$ cat config.mk
export PLATFORM = sky130hd
export DESIGN_NAME = radix_digit_emitter_core
export DESIGN_NICKNAME = d
export VERILOG_FILES = /design/src/sv/rde_pkg.sv /design/src/sv/radix_digit_emitter_core.sv
export VERILOG_INCLUDE_DIRS = /design/src /design/src/sv
export SDC_FILE = /design/constraint.sdc
export NUM_CORES = 1
export LEC_CHECK = 0
export ABC_AREA = 1
export ABC_CLOCK_PERIOD_IN_PS = 2100
export CAP_MARGIN = 20
export CORE_MARGIN = 2
export CORE_UTILIZATION = 57
export DETAILED_ROUTE_END_ITERATION = 10
export DONT_BUFFER_PORTS = 1
export MAX_ROUTING_LAYER = met4
export PLACE_DENSITY = 0.71
export REMOVE_ABC_BUFFERS = 1
export SYNTH_ARGS = -nofsm -noshare
export SYNTH_HDL_FRONTEND = slang
export SYNTH_SLANG_ARGS = --single-unit
$ cat constraint.sdc
create_clock -name clk -period 2.1 [get_ports clk]
set_clock_uncertainty 0.05 [all_clocks]
set_input_delay 0.21 -clock clk [delete_from_list [all_inputs] [get_ports clk]]
set_output_delay 0.21 -clock clk [all_outputs]
set_load 0.05 [all_outputs]
$ cat src/sv/radix_digit_emitter_core_macros.svh
// Assertion macros shared by the radix digit emitter.
`ifndef RADIX_DIGIT_EMITTER_CORE_MACROS_SVH
`define RADIX_DIGIT_EMITTER_CORE_MACROS_SVH

// Same-cycle implication, disabled while reset is asserted.
`define RDE_ASSERT_IMPL(label, clk, rst_n, ante, cons) \
	label: assert property (@(posedge clk) disable iff (!rst_n) (ante) |-> (cons)) \
		else $error("radix digit emitter: same-cycle check failed");

// Next-cycle implication, disabled while reset is asserted.
`define RDE_ASSERT_NEXT(label, clk, rst_n, ante, cons) \
	label: assert property (@(posedge clk) disable iff (!rst_n) (ante) |=> (cons)) \
		else $error("radix digit emitter: next-cycle check failed");

`endif

$ cat src/sv/rde_pkg.sv
package rde_pkg;

	// Field widths.
	localparam int VALUE_W = 31;
	localparam int RADIX_W = 5;
	localparam int DIGIT_W = 4;
	localparam int CHAR_W  = 7;
	localparam int STEP_W  = $clog2(VALUE_W);

	// Default depth of the digit stack.
	localparam int DIGIT_DEPTH_DEF = 32;

	// Radix limits and reset value.
	localparam logic [RADIX_W-1:0] RADIX_MIN   = 5'd2;
	localparam logic [RADIX_W-1:0] RADIX_MAX   = 5'd16;
	localparam logic [RADIX_W-1:0] RADIX_RESET = 5'd10;

	// Character mapping constants.
	localparam logic [DIGIT_W-1:0] LETTER_LIMIT  = 4'd9;
	localparam logic [CHAR_W-1:0]  LETTER_OFFSET = 7'd55;
	localparam logic [CHAR_W-1:0]  NUMBER_OFFSET = 7'd48;

	// Sequencer states.
	typedef enum logic [2:0] {
		ST_IDLE,
		ST_DIV,
		ST_PUSH,
		ST_READ,
		ST_LOAD
	} rde_state_t;

	// Clamp the programmed radix into the supported range.
	function automatic logic [RADIX_W-1:0] eff_radix(input logic [RADIX_W-1:0] r);
		logic [RADIX_W-1:0] res;
		if (r < RADIX_MIN) begin
			res = RADIX_MIN;
		end else if (r > RADIX_MAX) begin
			res = RADIX_MAX;
		end else begin
			res = r;
		end
		return res;
	endfunction

	// Map a digit to its ASCII character.
	function automatic logic [CHAR_W-1:0] digit_char(input logic [DIGIT_W-1:0] d);
		logic [CHAR_W-1:0] res;
		if (d > LETTER_LIMIT) begin
			res = CHAR_W'(d) + LETTER_OFFSET;
		end else begin
			res = CHAR_W'(d) + NUMBER_OFFSET;
		end
		return res;
	endfunction

endpackage

$ cat src/sv/radix_digit_emitter_core.sv
// Radix digit emitter.
// Input stream (s_*): one transfer carries a non-negative value to convert.
// Config channel (cfg_*): writes the radix (2..16, values outside are clamped).
// Write it only while the block is idle. Reset leaves the radix at 10.
// Output stream (m_*): one transfer per ASCII digit, most significant first;
// m_tlast marks the least significant digit. Zero gives the single digit '0'.
// Each digit is found by a bit-serial restoring division of the value by the
// radix, one quotient bit per cycle, followed by a push of the remainder on
// the digit stack. Popping a digit passes through a read state and a load
// state. A value has at most 31 binary digits; one value is held at a time.
// A stall on m_tready holds the output register and pauses the pop sequence.
// The next value is accepted once the last digit sits in the output register.
// Reset (arst_n low) returns the block to idle with an empty digit stack and
// no output pending; the stack needs no clearing pass.
`include "radix_digit_emitter_core_macros.svh"

module radix_digit_emitter_core #(
	parameter int DIGIT_DEPTH = rde_pkg::DIGIT_DEPTH_DEF
) (
	input  logic       clk,
	input  logic       arst_n,
	// Configuration write channel.
	input  logic       cfg_valid,
	output logic       cfg_ready,
	input  logic [4:0] cfg_data,    // [4:0] radix
	// Input stream.
	input  logic       s_tvalid,
	output logic       s_tready,
	input  logic [31:0] s_tdata,    // [30:0] value, [31] zero fill
	// Output stream.
	output logic       m_tvalid,
	input  logic       m_tready,
	output logic [7:0] m_tdata,     // [6:0] char_code, [7] zero fill
	output logic       m_tlast      // last_char
);

	localparam int CNT_W = $clog2(DIGIT_DEPTH + 1);
	localparam int IDX_W = $clog2(DIGIT_DEPTH);

	rde_pkg::rde_state_t state_q, state_d;

	logic [rde_pkg::RADIX_W-1:0] radix_q;
	logic [rde_pkg::RADIX_W-1:0] base_q;
	logic [rde_pkg::VALUE_W-1:0] quo_q;
	logic [rde_pkg::DIGIT_W-1:0] rem_q;
	logic                        nz_q;
	logic [rde_pkg::STEP_W-1:0]  bit_cnt_q;
	logic [CNT_W-1:0]            count_q;
	logic [rde_pkg::DIGIT_W-1:0] rd_q;
	logic                        m_tvalid_q;
	logic [rde_pkg::CHAR_W-1:0]  char_q;
	logic                        last_q;

	logic [rde_pkg::DIGIT_W-1:0] store_mem [DIGIT_DEPTH];

	logic                        in_xfer;
	logic                        out_free;
	logic [rde_pkg::RADIX_W-1:0] trial;
	logic                        trial_ge;
	logic [rde_pkg::RADIX_W-1:0] trial_sub;
	logic                        push_ok;
	logic [CNT_W-1:0]            count_dec;
	logic                        load_out;

	assign cfg_ready = 1'b1;
	assign s_tready  = (state_q == rde_pkg::ST_IDLE);
	assign in_xfer   = s_tvalid && s_tready;
	assign out_free  = !m_tvalid_q || m_tready;
	assign m_tvalid  = m_tvalid_q;
	assign m_tdata   = {1'b0, char_q};
	assign m_tlast   = last_q;

	// One restoring division step: bring down the next dividend bit.
	assign trial     = {rem_q, quo_q[rde_pkg::VALUE_W-1]};
	assign trial_ge  = (trial >= base_q);
	assign trial_sub = trial - base_q;

	assign push_ok   = (count_q != CNT_W'(DIGIT_DEPTH));
	assign count_dec = count_q - CNT_W'(1);
	assign load_out  = (state_q == rde_pkg::ST_LOAD) && out_free;

	// Radix register.
	always_ff @(posedge clk or negedge arst_n) begin
		if (!arst_n) begin
			radix_q <= rde_pkg::RADIX_RESET;
		end else if (cfg_valid && cfg_ready) begin
			radix_q <= cfg_data;
		end
	end

	// State register.
	always_ff @(posedge clk or negedge arst_n) begin
		if (!arst_n) begin
			state_q <= rde_pkg::ST_IDLE;
		end else begin
			state_q <= state_d;
		end
	end

	// Next-state logic.
	always_comb begin
		state_d = state_q;
		unique case (state_q)
			rde_pkg::ST_IDLE: begin
				if (in_xfer) begin
					state_d = rde_pkg::ST_DIV;
				end
			end
			rde_pkg::ST_DIV: begin
				if (bit_cnt_q == '0) begin
					state_d = rde_pkg::ST_PUSH;
				end
			end
			rde_pkg::ST_PUSH: begin
				if (nz_q) begin
					state_d = rde_pkg::ST_DIV;
				end else begin
					state_d = rde_pkg::ST_READ;
				end
			end
			rde_pkg::ST_READ: begin
				state_d = rde_pkg::ST_LOAD;
			end
			rde_pkg::ST_LOAD: begin
				if (out_free) begin
					state_d = (count_q == '0) ? rde_pkg::ST_IDLE : rde_pkg::ST_READ;
				end
			end
			default: begin
				state_d = rde_pkg::ST_IDLE;
			end
		endcase
	end

	// Control counters: division step count and stack fill.
	always_ff @(posedge clk or negedge arst_n) begin
		if (!arst_n) begin
			bit_cnt_q <= '0;
			count_q   <= '0;
		end else begin
			if (in_xfer || ((state_q == rde_pkg::ST_PUSH) && nz_q)) begin
				bit_cnt_q <= rde_pkg::STEP_W'(rde_pkg::VALUE_W - 1);
			end else if (state_q == rde_pkg::ST_DIV) begin
				bit_cnt_q <= bit_cnt_q - rde_pkg::STEP_W'(1);
			end
			if ((state_q == rde_pkg::ST_PUSH) && push_ok) begin
				count_q <= count_q + CNT_W'(1);
			end else if (state_q == rde_pkg::ST_READ) begin
				count_q <= count_dec;
			end
		end
	end

	// Division datapath: quotient shifts left, remainder collects one bit a cycle.
	always_ff @(posedge clk) begin
		if (in_xfer) begin
			quo_q  <= s_tdata[rde_pkg::VALUE_W-1:0];
			rem_q  <= '0;
			nz_q   <= 1'b0;
			base_q <= rde_pkg::eff_radix(radix_q);
		end else if (state_q == rde_pkg::ST_DIV) begin
			quo_q <= {quo_q[rde_pkg::VALUE_W-2:0], trial_ge};
			rem_q <= trial_ge ? trial_sub[rde_pkg::DIGIT_W-1:0]
			                  : trial[rde_pkg::DIGIT_W-1:0];
			nz_q  <= nz_q | trial_ge;
		end else if (state_q == rde_pkg::ST_PUSH) begin
			rem_q <= '0;
			nz_q  <= 1'b0;
		end
	end

	// Digit stack: one write port, one registered read port.
	always_ff @(posedge clk) begin
		if ((state_q == rde_pkg::ST_PUSH) && push_ok) begin
			store_mem[count_q[IDX_W-1:0]] <= rem_q;
		end
		if (state_q == rde_pkg::ST_READ) begin
			rd_q <= store_mem[count_dec[IDX_W-1:0]];
		end
	end

	// Output register valid flag.
	always_ff @(posedge clk or negedge arst_n) begin
		if (!arst_n) begin
			m_tvalid_q <= 1'b0;
		end else if (load_out) begin
			m_tvalid_q <= 1'b1;
		end else if (m_tready) begin
			m_tvalid_q <= 1'b0;
		end
	end

	// Output register payload.
	always_ff @(posedge clk) begin
		if (load_out) begin
			char_q <= rde_pkg::digit_char(rd_q);
			last_q <= (count_q == '0);
		end
	end

	// Checks on the sequencer and the division.
	`RDE_ASSERT_IMPL(a_idle_empty, clk, arst_n, state_q == rde_pkg::ST_IDLE, count_q == '0)
	`RDE_ASSERT_IMPL(a_rem_below_base, clk, arst_n, state_q == rde_pkg::ST_DIV, {1'b0, rem_q} < base_q)
	`RDE_ASSERT_IMPL(a_fill_bound, clk, arst_n, 1'b1, count_q <= CNT_W'(DIGIT_DEPTH))
	`RDE_ASSERT_NEXT(a_start_div, clk, arst_n, in_xfer, state_q == rde_pkg::ST_DIV)

endmodule
# After elaboration in Yosys (flattened, before gate mapping)
# Memory sizes are Yosys's and may differ from the RTL's. A register that Yosys moved wholly into a read port is not among the register bits.
# Index checks and enable logic that the tools add are counted.
# W data, S select, Z words.
dict set report classes {
  addsub 6
  n_bitwise 1
  order_cmp 4
  n_eq_ne 8
  n_mux 23
  reduce_logical 17
}
# cell n
set op_table {}
lappend op_table {{$mux W31} 2}
lappend op_table {{$mux W5} 3}
lappend op_table {{$pmux W3 S5} 1}
lappend op_table {{$add A4 B6 Y7 const B} 2}
lappend op_table {{$mux W4} 3}
lappend op_table {{$mux W6} 2}
lappend op_table {{$reduce_bool A2 Y1} 5}
lappend op_table {{$mux W3} 3}
lappend op_table {{$mux W7} 1}
lappend op_table {{$add A6 B1 Y6 const B} 1}
lappend op_table {{$eq A3 B2 Y1 const B} 2}
lappend op_table {{$logic_not A6 Y1} 1}
lappend op_table {{$mux W1} 6}
lappend op_table {{$ne A6 B6 Y1 const B} 1}
lappend op_table {{$sub A6 B1 Y6 const B} 1}
lappend op_table {{$ge A5 B5 Y1} 1}
lappend op_table {{$gt A5 B5 Y1 const B} 1}
lappend op_table {{$logic_not A5 Y1} 1}
lappend op_table {{$lt A5 B2 Y1 const B} 1}
lappend op_table {{$sub A5 B1 Y5 const B} 1}
lappend op_table {{$gt A4 B4 Y1 const B} 1}
lappend op_table {{$logic_and A1 B1 Y1} 4}
lappend op_table {{$mux W2} 2}
lappend op_table {{$ne A2 B2 Y1 const B} 2}
lappend op_table {{10 further kinds} 11}
dict set report word_totals {
  reg_bits 69
  mem_count 1
  ram_bits 128
  input_bits 42
  word_cells 72
  output_inout_bits 12
}
# name depth word_bits rd rd_clocked_by_memory_dff wr line
set mem_list {}
lappend mem_list {store_mem 32 4 1 1 1 radix_digit_emitter_core.sv:54} ;# logic [rde_pkg::DIGIT_W-1:0] store_mem [DIGIT_DEPTH];

# Logic depth before layout (Yosys ltp)
# Gate-level depths: netlist (run 1).
dict set report depth {
  word_depth 4
  ltp_mapped 14
  depth_no_buf 11
}

# Worst setup path after synthesis (run 1)
# OpenSTA, ideal clock, no wires.
dict set report synth_timing {
  path_kind {flip-flop to flip-flop}
  start {register state_q[1]}
  end {register quo_q[0] (netlist name) (enable)}
  setup_time_ns 0.388
  path_buffers 1
  synth_period_minus_slack_ns 2.616
  arrival_time_ns 2.177
  setup_slack_ns -0.516
  required_ns 1.662
  path_stages_with_launch 7
  cell_sequence {dfrtp_1 -> inv_2 -> nand2_1 -> nor2_2 -> nand2_1 -> clkbuf_1 -> nand2_1}
}
dict set report synth_between {
  elab_chain_cells 3
  word_cells_on_any_way 4
  classes_between {eq/ne (1); reduce/logical (3)}
}
# element line
set synth_lines {}
lappend synth_lines {{start: declaration} radix_digit_emitter_core.sv:40} ;# rde_pkg::rde_state_t state_q, state_d;
lappend synth_lines {{start signal: assignment} radix_digit_emitter_core.sv:94} ;# state_q <= rde_pkg::ST_IDLE;
lappend synth_lines {{start signal: assignment} radix_digit_emitter_core.sv:96} ;# state_q <= state_d;
lappend synth_lines {{$logic_not A3 Y1} radix_digit_emitter_core.sv:66} ;# assign s_tready = (state_q == rde_pkg::ST_IDLE);
lappend synth_lines {{named net s_tready} radix_digit_emitter_core.sv:28} ;# output logic s_tready,
lappend synth_lines {{$logic_and A1 B1 Y1} radix_digit_emitter_core.sv:67} ;# assign in_xfer = s_tvalid && s_tready;
lappend synth_lines {{$reduce_bool A2 Y1 (no line)} --}
lappend synth_lines {{end signal: assignment} radix_digit_emitter_core.sv:157} ;# quo_q <= s_tdata[rde_pkg::VALUE_W-1:0];
lappend synth_lines {{end signal: assignment} radix_digit_emitter_core.sv:162} ;# quo_q <= {quo_q[rde_pkg::VALUE_W-2:0], trial_ge};
lappend synth_lines {{end: declaration} radix_digit_emitter_core.sv:44} ;# logic [rde_pkg::VALUE_W-1:0] quo_q;
# The timed path passes the listed nets, and every way through them passes these cells.
# A chain may end at the register's enable or synchronous reset.

# Final worst setup path (run 1)
dict set report layout_timing {
  start {register count_q[2]}
  end {memory store_mem[8][2] (netlist name) (enable)}
}
dict set report layout_between {
  elab_chain_cells 4
}
# element line
set layout_lines {}
lappend layout_lines {{start: declaration} radix_digit_emitter_core.sv:48} ;# logic [CNT_W-1:0] count_q;
lappend layout_lines {{start signal: assignment} radix_digit_emitter_core.sv:147} ;# count_q <= count_q + CNT_W'(1);
lappend layout_lines {{start signal: assignment} radix_digit_emitter_core.sv:149} ;# count_q <= count_dec;
lappend layout_lines {{$ne A6 B6 Y1} radix_digit_emitter_core.sv:78} ;# assign push_ok = (count_q != CNT_W'(DIGIT_DEPTH));
lappend layout_lines {{$logic_and A1 B1 Y1} radix_digit_emitter_core.sv:174} ;# if ((state_q == rde_pkg::ST_PUSH) && push_ok) begin
lappend layout_lines {{$mux W1} radix_digit_emitter_core.sv:174}
lappend layout_lines {{$mux W1 (implied by the code)} radix_digit_emitter_core.sv:175} ;# store_mem[count_q[IDX_W-1:0]] <= rem_q;
lappend layout_lines {{end: declaration} radix_digit_emitter_core.sv:54}
# Several ways; a longest one is shown, not always the timed one.

==> results of run 1 <==
-- final cells by class --
| type | count | share of cell area, % |
|---|---|---|
| Multi-Input combinational cell | 596 | 25.8 |
| Timing Repair Buffer | 76 | 6.81 |
| Clock inverter | 13 | 1.54 |
| Tap cell | 216 | 2.51 |
| Clock buffer | 25 | 5.03 |
| Sequential cell | 201 | 54.8 |
| Inverter | 101 | 3.53 |
-- power by group through the flow --
| stage | combinational, mW | sequential [mW] | clock, mW |
|---|---|---|---|
| final | 6.83 | 5.89 | 3.81 |
| after global routing | 7.64 | 5.94 | 3.99 |
| after CTS | 6.50 | 5.87 | 3.85 |
| after detailed placement | 6.38 | 5.94 | 0 |
| after global placement | 6.30 | 5.92 | 0 |
| after floorplan | 3.91 | 6.15 | 0 |
-- registers in the layout, indices dropped and copies added, names as in the netlist --
| register | flops |
|---|---|
| radix_q | 5 |
| state_q | 3 |
| char_q | 7 |
| nz_q | 1 |
| m_tlast | 1 |
| m_tvalid | 1 |
| rd_q | 4 |
| store_mem | 128 |
| count_q | 6 |
| rem_q | 4 |
| quo_q | 31 |
| base_q | 5 |
| bit_cnt_q | 5 |
-- worst min-delay path: cells and delay by family --
family / cells / cell delay, ns
AO/OA/AOI/OAI: 2 / 0.29
AND/OR/NAND/NOR: 1 / 0.09
-- cell usage in the layout (no fill, tap or decap), drive strengths merged, types with 18 or more instances in the layout --
master | synthesis | layout
nand2 | 367 | 367
inv | 100 | 101
nor2 | 62 | 62
dlygate4sd3 | 0 | 40
clkbuf | 12 | 26
o21ai | 23 | 23
dfrtp | 18 | 18
nand3 | 96 | 96
edfxtp | 176 | 176
buf | 26 | 35
-- worst max path at each step --
stage / end / slack, ns / depth (start not counted) / from
floorplan: rd_q[2]$_DFFE_PP_ / -2.28 / 9 / count_q[0]$_DFFE_PN0P_
global placement: store_mem[6][1]$_DFFE_PP_ / 0.1 / 5 / count_q[0]$_DFFE_PN0P_
detailed placement: rd_q[2]$_DFFE_PP_ / 0.05 / 8 / count_q[0]$_DFFE_PN0P_
CTS: rd_q[2]$_DFFE_PP_ / 0.04 / 8 / count_q[0]$_DFFE_PN0P_
global route: store_mem[28][0]$_DFFE_PP_ / -0.11 / 8 / count_q[2]$_DFFE_PN0P_
finish: store_mem[8][2]$_DFFE_PP_ / -0.02 / 8 / count_q[2]$_DFFE_PN0P_
-- metal layers --
layer	global-route usage [%]	routed length (um)
met4	6.63	395
met1	32.1	8600
met3	3.58	1110
met2	40.0	10100
met5	-	0
-- through the flow --
step	TNS [ns]	hold WS (ns)	cell area [um2]	total power, mW	setup WS [ns]
floorplan	-238.85	-0.136	8940	10.1	-2.28
global placement	0	-0.135	9530	12.2	0.0975
detailed placement	0	-0.135	9530	12.3	0.0473
CTS	0	0.0711	10600	16.2	0.0398
global route	-4.47	0.120	10800	17.6	-0.111
finish	-0.123	0.0827	10800	16.5	-0.0169
-- cells by family (layout without fill, tap and decap cells) --
kind of cell,Yosys count,count (layout),share of synthesized area [%]
other,2,2,0.0819
xor gates and xnor gates,9,9,1.19
adders and majority gates,14,14,1.99
muxes,1,1,0.123
buffers and inverters,139,215,6.63
AOI/OAI and AO/OA,40,40,2.39
DFF,201,201,64.2
and+or+nand+nor,530,530,23.4
-- timing repair --
| action | in CTS | in global routing |
|---|---|---|
| setup endpoints to repair | 0 | 66 |
| endpoints found under the hold margin | 60 | 0 |
| gates resized for setup | 0 | 28 |
| hold buffers | 40 | 0 |
==> out/results.ini, run 1 <==
[cells_and_area]
n_fill_cell=1181
finalNonFillerCells=1228
final_util_pct=67.9
multiInputGateArea_um2=2770
diodes=0
area_growth_pct=17.2
layout.nets=1053
drive_gt1_share_pct=10.5
seq_area_um2=5890

[yosys]
ys_ff_latch=201
synth_area_leader_cell=edfxtp_1
ys_top_cells_by_area=edfxtp_1 (58%), nand2_1 (15%), nand3_1 (5.1%)
synth_commonest_cells=nand2_1 (363), edfxtp_1 (176), nand3_1 (94)
syn-cell-area_um2=9170
ys_seq_area_share_pct=64.2
synth_cells=936
synth.most_common_cell=nand2_1
avgSynthCellArea_um2=9.80
async_reset_ff_share_pct=9.95
synth_top_area_share_pct=57.6
ys_types=37
ys.flop_type=edfxtp_1
synth_edf_count=176
yosys_warnings=0

[global_route]
grt_max_degree=71
grt_pass1_vias=6086
globalRoute.totalOverflow=0
grt_pass1_wl_mm=30.7
antenna_found_initial=0
track_usage_pct=24.3

[pwr]
p_leak_nw=4.57
intPower_mw=10.1
p_sw_share_pct=39.0
sequentialPowerShare_pct=35.6
p_sw_mw=6.45
p_clk_share_pct=23.0
power_per_cell_area_nw_per_um2=1540
vdd_drop_max_mv=1.07
p_comb_share_pct=41.3

[sta]
worst_pin_slew_ns=0.970
fin_ws_ns=-0.0169
post-route-period-util_pct=101
relSlewSlack_pct=35.1
finalSetupViolCount=16
hold_violations=0
fmax_mhz=472
period_needed_ns=2.12
slew_violations=0
rsz0062_at_grt=yes

[clock_network]
cts_tree=built
post_cts_buffers=0
clock_sinks=201
clk_path_buf_depth=3
clk_pin_slew_ns=0.06
htreeDepth=1
numCtsBuffers=21
cts_root_buffer=clkbuf_16
clk_latency_ns=0.50

[drt]
drtIter0Drc=580
via_per_inst=5.27
detailroute.via_count=6472
drc=0
ant_nets=0
wire_per_inst_um=16.4
firstDrtPassIters=5
wl_mm=20.2

[floorplan]
core_area_um2=15800
die_area_um2=17100
rows=46
die_w_um=131
dieHeight_um=131
start_util_pct=57.9
boundaryPins=54

[worst_setup_path]
endpoint_kind=flip-flop
worstSetupPathType=flip-flop to flip-flop
r2r-end=store_mem[8][2]$_DFFE_PP_
crit_chain=inv_2 -> nand2_1 -> inv_2 -> nand3_1 -> nand2_2 -> inv_2 -> nand2_1 -> nor2_2
slowest_stage=dfrtp_1
crit_path_max_incr_delay_ns=0.48
reg2reg_slack_ns=-0.02
crit_arrival_ns=2.25
crit_top_cell=inv_2
setup.worst_path.start_class=flip-flop
rr_worst_depth=8
path_buf_inv=3
timing.critical_path.fanout_max=7
critPathTopFamily=simple AND/OR/NAND/NOR gates
r2r_start=count_q[2]$_DFFE_PN0P_
critPathRequiredTime_ns=2.23

[min_path]
holdPathEnd=bit_cnt_q[0]$_DFFE_PN0P_
worstHoldStart=s_tvalid
hold_class=input port to flip-flop
holdPathStages=3

[placement]
numPlacedInstances=1149
io_buffers=0
gp_congestion=0.961
hpwl_mm=12.2

[status]
status=complete, but fails checks
violations=setup timing

[flow_run]
max_cap_violations=0

No activity file was read; power rests on OpenSTA's default activity.
==> inputs of run 2 (changes only) <==
--- a/config.mk
+++ b/config.mk
@@ -11,10 +11,11 @@
 export CAP_MARGIN = 20
 export CORE_MARGIN = 2
 export CORE_UTILIZATION = 57
+export CTS_CLUSTER_SIZE = 10
 export DETAILED_ROUTE_END_ITERATION = 10
 export DONT_BUFFER_PORTS = 1
 export MAX_ROUTING_LAYER = met4
-export PLACE_DENSITY = 0.71
+export PLACE_DENSITY_LB_ADDON = 0.3
 export REMOVE_ABC_BUFFERS = 1
 export SYNTH_ARGS = -nofsm -noshare
 export SYNTH_HDL_FRONTEND = slang
==> out/results.ini, run 2 (synthesis gave the netlist of run 1 again) <==
[status]
status=finished, final reports clean

[floorplan]
die_area_um2=17100
dieHeight_um=131
die_w_um=131
boundaryPins=54
core_area_um2=15800
rows=46
start_util_pct=57.9

[sta]
relSlewSlack_pct=57.7
slew_violations=0
rsz0062_at_grt=no
hold_violations=0
period_needed_ns=1.99
post-route-period-util_pct=94.7
worst_pin_slew_ns=0.634
fmax_mhz=503
tns_ns=0
finalSetupViolCount=0

[global_route]
grt_pass1_wl_mm=30.9
antenna_found_initial=0
grt_max_degree=40
grt_pass1_vias=6417
globalRoute.totalOverflow=0
track_usage_pct=24.3

[pwr]
p_leak_nw=4.63
power_per_cell_area_nw_per_um2=1530
vdd_drop_max_mv=0.967
finalPower_mw=16.5

[clock_network]
htreeDepth=1
clk_path_buf_depth=3
clock_sinks=201
numCtsBuffers=24
cts_root_buffer=clkbuf_16
clk_latency_ns=0.51
clk_pin_slew_ns=0.06
post_cts_buffers=0
cts_tree=built

[worst_setup_path]
worstSetupPathType=flip-flop to flip-flop
critPathRequiredTime_ns=2.20
timing.critical_path.fanout_max=8
crit_chain=inv_2 -> ha_1 -> nand3_1 -> nand2_2 -> inv_2 -> nand2_2 -> nor2_1
setup.worst_path.start_class=flip-flop
slowest_stage=dfrtp_2
critPathTopFamily=simple AND/OR/NAND/NOR gates
crit_arrival_ns=2.09
crit_path_max_incr_delay_ns=0.37
path_buf_inv=2
endpoint_kind=flip-flop

[drt]
ant_nets=0
drc=0
wire_per_inst_um=16.0
detailroute.via_count=6567
wl_mm=19.9
firstDrtPassIters=5
via_per_inst=5.27
drtIter0Drc=578

[min_path]
hold_class=input port to asynchronous set/reset pin

[cells_and_area]
area_growth_pct=17.3
n_fill_cell=1138
largest_register_ffs=128
finalNonFillerCells=1245
layout.nets=1067
final_common_cell=nand2_1
drive_gt1_share_pct=9.43
mostFrequentLayoutCells=nand2_1 (363), edfxtp_1 (176), nand3_1 (94), inv_1 (92), nor2_1 (61)
diodes=0

[placement]
io_buffers=0
gp_congestion=0.901
hpwl_mm=11.8
numPlacedInstances=1160

[flow_run]
max_cap_violations=0

==> run 2: worst paths after layout <==
kind                                             end  cells past startpoint  slack (ns)                    from
min in group clk                 quo_q[24]$_DFFE_PP_                      4        0.26                s_tvalid
max reg2reg                store_mem[9][2]$_DFFE_PP_                      7        0.11  count_q[0]$_DFFE_PN0P_
max in group asynchronous     count_q[0]$_DFFE_PN0P_                      2        1.52                  arst_n
max                        store_mem[9][2]$_DFFE_PP_                      7        0.11  count_q[0]$_DFFE_PN0P_
min                         bit_cnt_q[2]$_DFFE_PN0P_                      1        0.03                  arst_n
min reg2reg                   count_q[5]$_DFFE_PN0P_                      2        0.45  count_q[5]$_DFFE_PN0P_
==> run 2: final cells by class <==
class | count | area (um2) | area share (%)
flip-flops and latches | 201 | 5890 | 54.8
repair buffers | 87 | 811 | 7.54
clock inverters | 1 | 30.0 | 0.279
clock buffers | 43 | 703 | 6.54
well taps | 216 | 270 | 2.51
multi-input cells | 596 | 2670 | 24.9
inverters | 101 | 379 | 3.52
==> run 2: power by group <==
part / switching (mW) / leakage, nW / internal (mW)
clock: 1.47 / 0.349 / 2.36
sequential: 0.379 / 1.91 / 5.52
combinational: 4.52 / 2.37 / 2.23
total: 6.38 / 4.63 / 10.1
==> run 2: through the flow <==
step	instance area [um2]	hold WS [ns]	setup WS, ns	utilization, %
2_1_floorplan	8940	-0.136	-2.28	-
3_5_place_dp	9610	-0.135	0.156	60.7
6_report	10800	0.0327	0.111	68.0
4_1_cts	10700	0.229	0.121	67.9
5_1_grt	10800	0.0508	0.0117	68.0
3_3_place_gp	9610	-0.135	0.177	60.7
==> run 2: metal layers <==
layer,share of wire [%],track usage (%)
met1,40,28.9
met2,51,41.7
met3,6.0,4.32
met4,3.1,9.14
met5,0,-
==> run 2: repair_timing <==
item                       4_1_cts  5_1_grt
hold buffers                    40        0
setup endpoints to repair        0        4
hold endpoints to repair        60        0
gates resized for setup          0        1
